## config.mk

```make
export PLATFORM = sky130hd
export DESIGN_NAME = tcpd_queue
export DESIGN_NICKNAME = d
export VERILOG_FILES = /design/src/tcpd_pkg.sv /design/src/tcpd_queue.sv
export SDC_FILE = /design/constraint.sdc
export NUM_CORES = 1
export LEC_CHECK = 0
export ABC_CLOCK_PERIOD_IN_PS = 4700
export BUFFER_PORTS_ARGS = -buffer_cell sky130_fd_sc_hd__buf_2
export CORE_MARGIN = 2
export CORE_UTILIZATION = 35
export DETAILED_ROUTE_END_ITERATION = 10
export SLEW_MARGIN = 15
export SYNTH_ARGS = -nofsm -noshare
export SYNTH_HDL_FRONTEND = slang
export SYNTH_SLANG_ARGS = --single-unit
```

## constraint.sdc

```tcl
create_clock -name i_clk -period 4.7 [get_ports i_clk]
set_input_delay 0.47 -clock i_clk [delete_from_list [all_inputs] [get_ports i_clk]]
set_output_delay 0.47 -clock i_clk [all_outputs]
set_load 0.1 [all_outputs]
```

## src/tcpd_pkg.sv

```systemverilog
// Shared types and constants of the two-core priority dispatcher.
// Depends on nothing.
`timescale 1ns / 1ps
package tcpd_pkg;
    localparam int PidBits = 7;
    localparam int TimeBits = 32;
    localparam int DurBits = 24;
    localparam int KindBits = 3;
    localparam int MaxProcs = 128;
    localparam int QAddrBits = 7;
    localparam int QCntBits = 8;

    localparam logic [KindBits-1:0] K_CORE_REQ = 3'd0;
    localparam logic [KindBits-1:0] K_CORE_DONE = 3'd1;
    localparam logic [KindBits-1:0] K_DISK_REQ = 3'd2;
    localparam logic [KindBits-1:0] K_DISK_DONE = 3'd3;
    localparam logic [KindBits-1:0] K_IO_REQ = 3'd4;
    localparam logic [KindBits-1:0] K_IO_DONE = 3'd5;

    localparam logic [1:0] RES_CORE0 = 2'd0;
    localparam logic [1:0] RES_CORE1 = 2'd1;
    localparam logic [1:0] RES_DISK = 2'd2;
    localparam logic [1:0] RES_NONE = 2'd3;

    typedef struct packed {
        logic [KindBits-1:0] kind;
        logic [PidBits-1:0] process_id;
        logic [TimeBits-1:0] event_time;
        logic [DurBits-1:0] duration;
    } t_event;

    typedef struct packed {
        logic granted;
        logic [1:0] resource;
        logic [PidBits-1:0] granted_pid;
        logic [TimeBits-1:0] finish_time;
        logic queued;
        logic queue_full;
        logic [1:0] busy_cores;
    } t_result;

    // Classified event handed from the front to the back.
    typedef struct packed {
        t_event ev;
        logic prio;
    } t_cls;
endpackage

```

## src/tcpd_queue.sv

```systemverilog
// Two-entry queue between the front and the back.
// Depends on tcpd_pkg.
`timescale 1ns / 1ps
module tcpd_queue (
    input  logic i_clk,
    input  logic i_rst_n,
    input  logic i_push,
    input  tcpd_pkg::t_cls i_data,
    output logic o_space,
    output logic o_valid,
    output tcpd_pkg::t_cls o_data,
    input  logic i_pop
);
    tcpd_pkg::t_cls r_mem [2];
    logic r_wp;
    logic r_rp;
    logic [1:0] r_cnt;

    assign o_space = (r_cnt != 2'd2);
    assign o_valid = (r_cnt != 2'd0);
    assign o_data = r_mem[r_rp];

    always_ff @(posedge i_clk) begin
        if (i_push) begin
            r_mem[r_wp] <= i_data;
        end
    end

    always_ff @(posedge i_clk) begin
        if (!i_rst_n) begin
            r_wp <= 1'b0;
            r_rp <= 1'b0;
            r_cnt <= 2'd0;
        end else begin
            if (i_push) begin
                r_wp <= ~r_wp;
            end
            if (i_pop) begin
                r_rp <= ~r_rp;
            end
            r_cnt <= r_cnt + {1'b0, i_push} - {1'b0, i_pop};
        end
    end
endmodule

```

==> results.toml <==
[status]
outcome = "finished, final reports clean"

[timing]
layout_min_cycle_time_ns = 2.74
fin_skew_ns = 0.00667
drv_slew = 0
rsz0062_at_grt = "no"
fmax_mhz = 364
setup_viol = 0
tightest_slew_ns = 1.09
post-route-period-util_pct = 58.4
setup_ws_ns = 1.96
tns_ns = 0
slew_headroom_pct = 27.2
hold_viol_final = 0

[clocking]
clock_sinks = 139
cts_tree = "built"
cts_buffers = 17
cts_resized = 0
cts.clk_slew.worst_paths_ns = 0.06
cts_hold_buf = 0
root_buffer = "clkbuf_16"
clk_path_buf_depth = 2
cts_max_level = 4
insertion_delay_ns = 0.41
postCtsSetupRepairBufs = 0

[floorplanning]
dieWidth_um = 126
coreArea_um2 = 14500
die_h_um = 126
die_area_um2 = 15800
start_util_pct = 35.7
std_cell_rows = 44
io_pins = 140

[drt]
initialDrtViolationCount = 136
viasPerCell = 4.51
antenna_left = 0
num_vias = 2604
drc = 0
wl_per_cell_um = 15.4
first_pass_iters = 4
drt-total-wl_mm = 8.88

[power]
cellPowerDensity_nw_per_um2 = 508
fin_total_pwr_mw = 3.35
ir_worst_vdd_mv = 0.264
p_leak_nw = 2.52

[yosys]
synthesis.nets = 302
synth_area_per_cell_um2 = 22.6
synth_top_cell_by_area = "edfxtp_1"
ys_ff_latch = 139
ys_types = 16
synth_area_um2 = 5170
yosysTopAreaCellShare_pct = 77.8
synth.area.top_cells = "edfxtp_1 (78%), mux2_4 (8.7%), mux2_2 (8.1%), dfxtp_1 (1.9%), buf_6 (0.65%)"
ys_seq_area_share_pct = 79.7
yosys_warnings = 0
synth_cells = 229

[worst_setup_path]
crit_chain = "mux2_2, buf_2"
worstSetupEndpoint = "o_data[5]"
crit_fanout = 67
timing.rr.end = "r_mem[0][14]$_DFFE_PP_"
worstSetupEndpointType = "primary output"
start_kind = "register"
cp_slowest_stage_delay_ns = 1.08
r2r-start = "r_wp$_SDFFE_PN0P_"
required_ns = 4.23
cp.arrival_ns = 2.27
cpMaxStageDelayCell = "dfxtp_4"
crit_type = "register to primary output"
r2r_cells = 2
rrSetupSlack_ns = 2.60

[min_path]
hp-class = "input pin to register"

[finish]
diodes = 0
fin_cells = 578
final_common_cell = "buf_2"
synthToLayoutAreaGrowth_pct = 27.4
final_cell_mix = "buf_2 (139), edfxtp_1 (134), mux2_2 (37)"
drive_above_1_share_pct = 61.4
final_nets = 454

[placement]
dp.cells = 546
place_congestion = 0.664
dp_slack_ns = 2.22
post-dp-hpwl_mm = 5.44
port_buffers = 139

[global_routing]
grt_max_degree = 68
grt-ovfl-total = 0
grt_usage_pct = 11.6
antenna_found_initial = 0
grt_pass1_vias = 2701
grt_pass1_wl_mm = 13.6

[job]
maxCapViolCount = 0
worst max-delay path, delay by kind of cell (launching register included):
family / cells / cell delay [ns]
multiplexers: 1 / 0.34
flip-flops: 1 / 1.08
buffers and inverters: 1 / 0.43
cells by family after synthesis:
kind of cell	synth area share (%)
mux	16.8
compound gates	0.145
fa+ha+maj	0.484
simple gates	1.04
buf+inv	1.23
xor+xnor	0.605
flops	79.7
worst min-delay path by stage:
stage | from | end | slack (ns) | cells past startpoint
after floorplan | r_rp$_SDFFE_PN0P_ | register | 0.55 | 2
after global placement | r_rp$_SDFFE_PN0P_ | register | 0.56 | 2
after detailed placement | r_rp$_SDFFE_PN0P_ | register | 0.57 | 2
after CTS | i_data[15] | r_mem[1][15]$_DFFE_PP_ | 0.22 | 1
after global routing | i_data[18] | r_mem[1][18]$_DFFE_PP_ | 0.22 | 1
final | i_data[15] | r_mem[1][15]$_DFFE_PP_ | 0.24 | 1
layer usage:
metal / up-vias / GRT usage [%] / part of all wire, %
met5: - / 0 / 0
met4: 0 / 5.88 / 2.2
met3: 15 / 4.84 / 7.0
met2: 94 / 18.5 / 49
met1: 1281 / 13.4 / 41
li1: 1214 / - / -
report_power, final:
| group | total (mW) | switching [mW] | leakage [nW] | internal [mW] |
|---|---|---|---|---|
| clock network | 1.16 | 0.488 | 0.237 | 0.670 |
| logic | 0.716 | 0.561 | 0.987 | 0.155 |
| registers | 1.48 | 0.0428 | 1.30 | 1.43 |
| total | 3.35 | 1.09 | 2.52 | 2.26 |
metrics by stage:
step | instance area (µm²) | utilization [%] | hold WS [ns]
final | 6590 | 45.5 | 0.244
after CTS | 6590 | 45.5 | 0.223
after global routing | 6590 | 45.5 | 0.224
after detailed placement | 6060 | 41.9 | 0.570
after floorplan | 5170 | - | 0.555
after global placement | 6060 | 41.9 | 0.557
layout make-up:
class	instances	area, µm²
Timing Repair Buffer	140	703
Tap cell	184	230
Fill cell	1282	7890
Inverter	2	7.51
Sequential cell	139	4130
Clock buffer	18	429
Multi-Input combinational cell	81	995
Clock inverter	14	97.6
registers in the layout, summed over array words and instances (netlist names), named ones only:
| signal | flops |
|---|---|
| r_cnt | 2 |
| r_mem | 134 |
| r_rp | 1 |
| r_wp | 1 |
cells in the mapped netlist, drive strengths merged:
cell type	count
ha	2
o21a	1
mux2	67
dfxtp	5
inv	2
edfxtp	134
buf	7
xnor3	1
nand2	1
and2	4
nor2b	3
or2	1
xor2	1
Note: power is estimated with default switching activity, not from simulation.
