--- src/tcpd_pkg.sv ---
// Shared types and constants of the two-core priority dispatcher.
// Depends on nothing.
`timescale 1ns / 1ps
package tcpd_pkg;
    localparam int PidBits = 7;
    localparam int TimeBits = 32;
    localparam int DurBits = 24;
    localparam int KindBits = 3;
    localparam int MaxProcs = 128;
    localparam int QAddrBits = 7;
    localparam int QCntBits = 8;

    localparam logic [KindBits-1:0] K_CORE_REQ = 3'd0;
    localparam logic [KindBits-1:0] K_CORE_DONE = 3'd1;
    localparam logic [KindBits-1:0] K_DISK_REQ = 3'd2;
    localparam logic [KindBits-1:0] K_DISK_DONE = 3'd3;
    localparam logic [KindBits-1:0] K_IO_REQ = 3'd4;
    localparam logic [KindBits-1:0] K_IO_DONE = 3'd5;

    localparam logic [1:0] RES_CORE0 = 2'd0;
    localparam logic [1:0] RES_CORE1 = 2'd1;
    localparam logic [1:0] RES_DISK = 2'd2;
    localparam logic [1:0] RES_NONE = 2'd3;

    typedef struct packed {
        logic [KindBits-1:0] kind;
        logic [PidBits-1:0] process_id;
        logic [TimeBits-1:0] event_time;
        logic [DurBits-1:0] duration;
    } t_event;

    typedef struct packed {
        logic granted;
        logic [1:0] resource;
        logic [PidBits-1:0] granted_pid;
        logic [TimeBits-1:0] finish_time;
        logic queued;
        logic queue_full;
        logic [1:0] busy_cores;
    } t_result;

    // Classified event handed from the front to the back.
    typedef struct packed {
        t_event ev;
        logic prio;
    } t_cls;
endpackage

--- src/tcpd_front.sv ---
// Front part: accepts events, keeps the priority bits and classifies requests.
// Depends on tcpd_pkg.
`timescale 1ns / 1ps
module tcpd_front (
    input  logic i_clk,
    input  logic i_rst_n,
    input  logic i_valid,
    output logic o_ready,
    input  tcpd_pkg::t_event i_ev,
    output logic o_push,
    output tcpd_pkg::t_cls o_cls,
    input  logic i_q_space
);
    logic [tcpd_pkg::MaxProcs-1:0] r_prio;
    logic w_acc;
    logic w_clr;

    assign o_ready = i_q_space;
    assign w_acc = i_valid && i_q_space;
    assign o_push = w_acc;
    assign o_cls.ev = i_ev;
    assign o_cls.prio = r_prio[i_ev.process_id];
    assign w_clr = (i_ev.kind == tcpd_pkg::K_DISK_DONE) ||
        ((i_ev.kind == tcpd_pkg::K_DISK_REQ) && (i_ev.duration == '0));

    always_ff @(posedge i_clk) begin
        if (!i_rst_n) begin
            r_prio <= '0;
        end else if (w_acc) begin
            if (w_clr) begin
                r_prio[i_ev.process_id] <= 1'b0;
            end else if (i_ev.kind == tcpd_pkg::K_IO_DONE) begin
                r_prio[i_ev.process_id] <= 1'b1;
            end
        end
    end
endmodule

--- config.mk ---
export PLATFORM = sky130hd
export DESIGN_NAME = tcpd_front
export DESIGN_NICKNAME = d
export VERILOG_FILES = /design/src/tcpd_pkg.sv /design/src/tcpd_front.sv
export SDC_FILE = /design/constraint.sdc
export NUM_CORES = 1
export LEC_CHECK = 0
export ABC_AREA = 1
export ABC_CLOCK_PERIOD_IN_PS = 2300
export BUFFER_PORTS_ARGS = -buffer_cell sky130_fd_sc_hd__buf_4
export CAP_MARGIN = 40
export CORE_UTILIZATION = 38
export CTS_CLUSTER_SIZE = 40
export DETAILED_ROUTE_END_ITERATION = 8
export SKIP_CTS_REPAIR_TIMING = 1
export SYNTH_ARGS = -nofsm -noshare
export SYNTH_HDL_FRONTEND = slang
export SYNTH_SLANG_ARGS = --single-unit
--- constraint.sdc ---
create_clock -name i_clk -period 2.3 [get_ports i_clk]
set_input_delay 0.46 -clock i_clk [delete_from_list [all_inputs] [get_ports i_clk]]
set_output_delay 0.46 -clock i_clk [all_outputs]
set_load 0.02 [all_outputs]
==> results of run 1 <==
## area by class of cell
cell class                      instances  area share, %
Clock inverter                         10          1.552
Clock buffer                           22          4.535
Inverter                              141          5.219
Tap cell                              313          3.826
Timing Repair Buffer                  118          11.95
Multi-Input combinational cell       1160          47.85
Sequential cell                       128          25.06
## final timing paths
kind | from | endpoint | slack (ps)
min | flop | flop | 510
min reg2reg | flop | flop | 510
max | i_ev[56] | o_cls[0] | 50
max reg2reg | flop | flop | 1580
## cells in the final DEF, fill, tap and decap left out, types with 6 or more instances in the layout
cell type,n
nand2_1,559
nor2_1,282
inv_1,135
nand3_1,129
a21oi_1,128
dfxtp_1,126
buf_4,91
clkbuf_16,21
o21ai_0,18
o21ai_1,17
buf_12,17
nand3_4,8
nand2_2,6
## per-layer routing
layer	global-route usage (%)	vias to the layer above	part of all wire, %
met3	3.333	54	5.8
met4	9.104	0	2.7
met1	30.93	4232	45
li1	-	4778	-
met2	38.61	252	46
met5	0	-	0
## cells in the mapped netlist
cell type / number
nand3b_1: 1
nor2_2: 3
nand3_4: 7
clkbuf_1: 50
clkbuf_2: 1
dfxtp_1: 128
nand2_1: 567
buf_4: 83
buf_6: 10
buf_2: 19
a21oi_1: 128
o21ai_1: 15
buf_1: 8
nand3_2: 1
nand3_1: 130
inv_1: 138
nand4_1: 1
nor2_1: 283
nor3_1: 1
inv_2: 2
o21ai_0: 23
inv_4: 1
## cells by family (layout without fill, tap and decap cells)
kind of cell | after synthesis | count (layout) | synth area share, %
AOI/OAI and AO/OA | 166 | 166 | 9.241
buffers and inverters | 312 | 291 | 17.63
DFF | 128 | 128 | 28.50
and+or+nand+nor | 994 | 994 | 44.62
## worst reg2reg max path, cell delays in order, from the launching register on
cell	delay (ps)
dfxtp_1	390
inv_1	50
nand2_1	60
nand2_1	40
nor2_1	110
## per-stage QoR
step	TNS [ps]	power, mW	setup WS, ps	instances
floorplan	0	2.737	233.5	1600
global placement	-45.95	2.901	-45.95	1856
CTS	-58.05	5.818	-58.05	1888
detailed placement	-51.71	2.900	-51.71	1856
global route	-92.55	5.984	-92.55	1892
finish	0	5.818	53.47	1892
## power by group
part / switching (mW) / internal [mW]
clock: 1.06 / 1.87
combinational: 0.451 / 0.219
sequential: 0.000737 / 2.22
total: 1.51 / 4.30
==> impl_metrics.yaml, run 1 <==
run:
  drv_cap: 0
sta:
  fin_crit_sh_pct: 97.68
  worst_slew_pin_slew_ps: 650.7
  holdWs_ps: 513.8
  max_freq_mhz: 445.1
  slew_headroom_pct: 56.62
  setup_viol: 0
  slew_violations: 0
  finalClockSkew_ps: 0
  period_minus_slack_ps: 2247
  hold_viol_final: 0
  rsz0062_at_grt: "true"
critical_path:
  cp-start-kind: "input port"
  cp_max_fo: 6
  reg2reg_depth: 4
  cpMaxStageDelayCell: "clkbuf_16"
  cp-end-kind: "output pin"
  cp_top_family: "simple AND/OR/NAND/NOR gates"
  crit_top_cell: "nand2_1"
  critPathMaxStageDelay_ps: 150
  cp_num_buf_inv: 4
  crit_chain: "clkbuf_16, buf_12, buf_12, nand2_4, o21ai_2, nand2_1, nand2_1, nand2_1, nand2_1, nand2_1, nand2_1, nor2_1, nor2_1, nor2_1, nand2_2, buf_6"
  critical_path_class: "in2out"
  cp.arrival_ps: 1790
  cp.required_ps: 1840
  critical_path_cell_count: 16
grt:
  overflow: 0
  grt_pass1_wl_um: 44890
  antenna_found_initial: 0
  grt_usage_pct: 23.48
  grt_max_degree: 129
  grt_pass1_vias: 8530
layout:
  fin_area_mm2: 0.01024
  regArea_mm2: 0.002565
  fin_nets: 1636
  synthToLayoutAreaGrowth_pct: 13.86
  drive_above_1_share_pct: 11.34
  num-fill-cells: 2429
  antenna_cells: 0
  multi_input_area_mm2: 0.004898
  fin_util_pct: 44.67
floorplan:
  die_area_mm2: 0.02428
  ioPinCount: 139
  start_util_pct: 39.23
  row_count: 55
  coreArea_mm2: 0.02292
  die_x_um: 155.8
  die_h_um: 155.8
detailed_routing:
  routed_wl_um: 27860
  firstDrtPassIters: 5
  drtAntennaViolNets: 0
  vias: 9316
  drt_iter0_drc: 805
  avgViaCountPerCell: 4.924
  wire_per_inst_um: 14.73
  drc: 0
synth:
  yosys_warnings: 0
  synth_largest_area_cell: "dfxtp_1"
  synth_cell_types: 22
  synthCells: 1600
  synth_area_per_cell_um2: 5.619
  yosys_register_bits: 128
  synthesis.nets: 1670
  yosysTopAreaCellShare_pct: 28.50
  syn-cell-area_mm2: 0.008990
  yosys-top-cells-area: "dfxtp_1 29%, nand2_1 24%, nor2_1 12%"
  yosysSeqAreaShare_pct: 28.50
worst_hold_path:
  hold_class: "reg2reg"
  holdPathStages: 4
clock_tree:
  cts_tree: "yes"
  clk_path_buf_depth: 2
  clockRootBuffer: "clkbuf_16"
  clkSinkCount: 128
  cts_buffers: 17
  htreeDepth: 4
  clk-insertion-delay-late_ps: 420
  path_clk_slew_ps: 50
place:
  dp_hpwl_um: 15910
  routabilityCongestion: 0.7959
  io_buffers: 74
  placed_area_mm2: 0.009424
power:
  leakagePower_nw: 4.605
  ir_drop_mv: 0.4482
  power.density_mw_per_mm2: 568.4
run_status:
  status: "finished clean"
Power figures use the tool's default switching activity.
==> run 2, diff against run 1 <==
Settings changed: CORE_ASPECT_RATIO from default to 1.2.
==> impl_metrics.yaml, run 2 (same netlist as run 1, synthesis figures left out) <==
run_status:
  status: "finished, violations left"
  violations: "setup timing"
floorplan:
  die_x_um: 142.4
  ioPinCount: 139
  coreArea_mm2: 0.02320
  start_util_pct: 38.75
  row_count: 61
  die_h_um: 170.5
  die_area_mm2: 0.02428
sta:
  fin_ws_ps: -25.60
  slew_headroom_pct: 53.28
  worst_slew_pin_slew_ps: 700.8
  setup_viol: 1
  rsz0062_at_grt: "true"
  finalClockSkew_ps: 0
  period_minus_slack_ps: 2326
  slew_violations: 0
  hold_viol_final: 0
  fin_crit_sh_pct: 101.1
  max_freq_mhz: 430.0
place:
  dp_hpwl_um: 16100
  place_inst: 1855
  placed_area_mm2: 0.009392
  dp_worst_setup_slack_ps: -200.8
  io_buffers: 74
  routabilityCongestion: 0.7967
critical_path:
  startpoint: "i_ev[56]"
  cp-end-kind: "output pin"
  crit_top_cell: "nand2_1"
  cp_max_fo: 16
  r2r_slack_ps: 1590
  cpMaxStageDelayCell: "clkbuf_16"
  cp_num_buf_inv: 4
  cp-start-kind: "input port"
  cp.arrival_ps: 1870
  cp.required_ps: 1840
  crit_chain: "buf_12, buf_4, clkbuf_16, nand2_1, o21ai_1, nand2_1, nand2_1, nand2_1, nand2_1, nand2_1, nand2_1, nor2_1, nor2_1, nor2_1, nand2_1, buf_6"
  critPathMaxStageDelay_ps: 160
  reg2reg_depth: 4
  critical_path_class: "in2out"
  cp_top_family: "simple AND/OR/NAND/NOR gates"
layout:
  fin_nets: 1632
  synthToLayoutAreaGrowth_pct: 12.50
  fin_cells: 1890
  drive_above_1_share_pct: 10.35
  antenna_cells: 0
  fin_area_mm2: 0.01011
  num-fill-cells: 2499
  mostFrequentLayoutCells: "567 x nand2_1, 283 x nor2_1, 137 x inv_1"
  final_common_cell: "nand2_1"
grt:
  antenna_found_initial: 0
  grt_pass1_vias: 8471
  grt_max_degree: 129
  overflow: 0
  grt_usage_pct: 22.84
  grt_pass1_wl_um: 43870
run:
  drv_cap: 0
power:
  leakagePower_nw: 4.538
  totalPowerFinal_mw: 5.810
  ir_drop_mv: 0.3768
  power.density_mw_per_mm2: 574.5
detailed_routing:
  routed_wl_um: 27190
  drc: 0
  wire_per_inst_um: 14.39
  drtAntennaViolNets: 0
  firstDrtPassIters: 5
  drt_iter0_drc: 772
  avgViaCountPerCell: 4.883
  vias: 9229
clock_tree:
  clkSinkCount: 128
  cts_tree: "yes"
  htreeDepth: 4
  cts_buffers: 17
  clk_path_buf_depth: 2
  clk-insertion-delay-late_ps: 430
  clockRootBuffer: "clkbuf_16"
  path_clk_slew_ps: 60
worst_hold_path:
  holdPathStages: 3
  hp-start: "i_rst_n"
  hold_class: "in2reg"
==> run 2: worst reg2reg max path: stages (launching register included) <==
cell and delay (ps):
dfxtp_1 390, inv_1 60, nand2_1 60, nand2_1 40
nor2_1 100
==> run 2: worst max path at each step <==
stage	endpoint	slack, ps	cells past startpoint
after floorplan	o_cls[0]	230	14
after global routing	o_cls[0]	-150	15
after CTS	o_cls[0]	-200	14
after detailed placement	o_cls[0]	-200	14
final	o_cls[0]	-30	16
after global placement	o_cls[0]	-210	14
==> run 2: report_power, final <==
group / switching [mW] / internal, mW / total [mW]
logic: 0.440 / 0.205 / 0.645
registers: 0.000703 / 2.22 / 2.22
clock network: 1.10 / 1.85 / 2.95
total: 1.54 / 4.27 / 5.81
==> run 2: final cells by class <==
type,count,area (um2),area share [%]
sequential,128,2564,25.35
timing repair buffer,114,1132,11.20
multi-input combinational,1160,4858,48.04
tap,315,394.1,3.897
clock buffer,19,442.9,4.380
clock inverter,13,185.2,1.831
inverter,141,536.8,5.307
==> run 2: metal layers <==
layer	wire (um)	up-vias	GRT usage, %
met3	1314	38	2.687
met2	12820	237	38.45
met5	0	-	0
met1	12440	4183	29.52
li1	-	4771	-
met4	622	0	9.257
==> run 2: metrics by stage <==
stage               hold WS [ps]  setup TNS [ps]  util (%)
global placement           502.1          -212.4     40.48
finish                     479.8          -25.60     43.59
detailed placement         503.2          -200.8     40.48
global route               502.1          -153.0     43.59
floorplan                  494.2               0         -
CTS                        478.5          -203.4     43.18
==> run 3, diff against run 2 <==
Settings changed: REMOVE_ABC_BUFFERS from default to 1.
==> impl_metrics.yaml, run 3 (same netlist as run 1, synthesis figures left out) <==
clock_tree:
  cts_tree: "yes"
  path_clk_slew_ps: 60
  clk_path_buf_depth: 2
  clk-insertion-delay-late_ps: 420
  htreeDepth: 4
  clkSinkCount: 128
  cts_buffers: 17
  clockRootBuffer: "clkbuf_16"
grt:
  grt_pass1_wl_um: 44750
  antenna_found_initial: 0
  overflow: 0
  grt_usage_pct: 23.54
  grt_pass1_vias: 8347
  grt_max_degree: 129
critical_path:
  critical_path_class: "in2out"
  crit_chain: "buf_16, inv_8, clkbuf_16, nand2_1, nand2_1, nand2_1, nand2_1, nand2_1, nand2_1, nand2_1, nand2_1, nor2_1, nor2_1, nor2_1, nand2_1, buf_6"
  cpMaxStageDelayCell: "clkbuf_16"
  cp_max_fo: 6
  cp.required_ps: 1840
  cp-end-kind: "output pin"
  crit_top_cell: "nand2_1"
  critPathMaxStageDelay_ps: 150
  cp-start-kind: "input port"
  cp.arrival_ps: 1830
  reg2reg_depth: 4
  r2r_slack_ps: 1600
layout:
  mostFrequentLayoutCells: "565 x nand2_1, 283 x nor2_1, 137 x inv_1"
  synthToLayoutAreaGrowth_pct: 13.78
  fin_nets: 1636
  antenna_cells: 0
  multi_input_area_mm2: 0.004860
  regArea_mm2: 0.002564
  num-fill-cells: 2475
  drive_above_1_share_pct: 10.40
  final_common_cell: "nand2_1"
place:
  io_buffers: 74
  dp_hpwl_um: 16380
  routabilityCongestion: 0.7982
worst_hold_path:
  hp-start: "i_rst_n"
  holdPathStages: 3
  hold_class: "in2reg"
floorplan:
  die_area_mm2: 0.02428
  die_h_um: 170.5
  ioPinCount: 139
  coreArea_mm2: 0.02320
  row_count: 61
  start_util_pct: 38.75
  die_x_um: 142.4
detailed_routing:
  drc: 0
  wire_per_inst_um: 15.45
  avgViaCountPerCell: 4.987
  drt_iter0_drc: 861
  vias: 9436
  firstDrtPassIters: 5
  routed_wl_um: 29240
  drtAntennaViolNets: 0
power:
  totalPowerFinal_mw: 5.591
  power.density_mw_per_mm2: 546.6
  ir_drop_mv: 0.4295
  leakagePower_nw: 4.598
sta:
  slew_violations: 0
  slew_headroom_pct: 54.87
  max_freq_mhz: 436.5
  worst_slew_pin_slew_ps: 676.9
  rsz0062_at_grt: "true"
  setup_viol: 0
  fin_crit_sh_pct: 99.61
  finalClockSkew_ps: 0
  hold_viol_final: 0
  period_minus_slack_ps: 2291
  fin_tns_setup_ps: 0
run_status:
  status: "finished clean"
run:
  drv_cap: 0
-- run 3: worst max-delay path: cells and delay by family --
kind                   cells  cell delay [ps]
and+or+nand+nor           12              820
buffers and inverters      4              520
-- run 3: area by class of cell --
| class | instances | share of cell area, % |
|---|---|---|
| clock buffers | 23 | 4.673 |
| clock inverters | 7 | 0.8318 |
| inverters | 141 | 5.309 |
| multi-input cells | 1160 | 47.51 |
| flip-flops and latches | 128 | 25.06 |
| well taps | 315 | 3.853 |
| repair buffers | 118 | 12.76 |
-- run 3: worst max path at each step --
stage | startpoint | end | slack, ps
floorplan | i_ev[15] | flop | -5130
global placement | i_ev[56] | o_cls[0] | -40
detailed placement | i_ev[56] | o_cls[0] | -40
CTS | i_ev[56] | o_cls[0] | -40
global route | i_ev[56] | o_cls[0] | -70
finish | i_ev[56] | o_cls[0] | 9
-- run 3: power by group --
group          switching, mW  leakage, nW  total, mW  internal [mW]
clock                   1.02        0.282       2.68           1.66
sequential          0.000713         1.03       2.22           2.22
combinational          0.462         3.28      0.693          0.231
total                   1.48         4.60       5.59           4.11
-- run 3: per-stage QoR --
| stage | setup slack [ps] | util, % | hold WS (ps) | instance area [um2] | std cells |
|---|---|---|---|---|---|
| after floorplan | -5126 | - | 494.2 | 7936 | 1429 |
| after global placement | -40.82 | 40.40 | 502.0 | 9373 | 1851 |
| after detailed placement | -39.93 | 40.40 | 504.5 | 9373 | 1851 |
| after CTS | -44.32 | 42.82 | 431.0 | 9936 | 1881 |
| after global routing | -68.94 | 44.08 | 446.0 | 10230 | 1892 |
| final | 9.002 | 44.08 | 433.6 | 10230 | 1892 |
-- run 3: routing by layer --
layer	track usage, %	part of all wire, %
met2	38.43	47
met1	30.15	45
met3	5.150	6.2
met5	1.684	0
met4	8.602	2.7
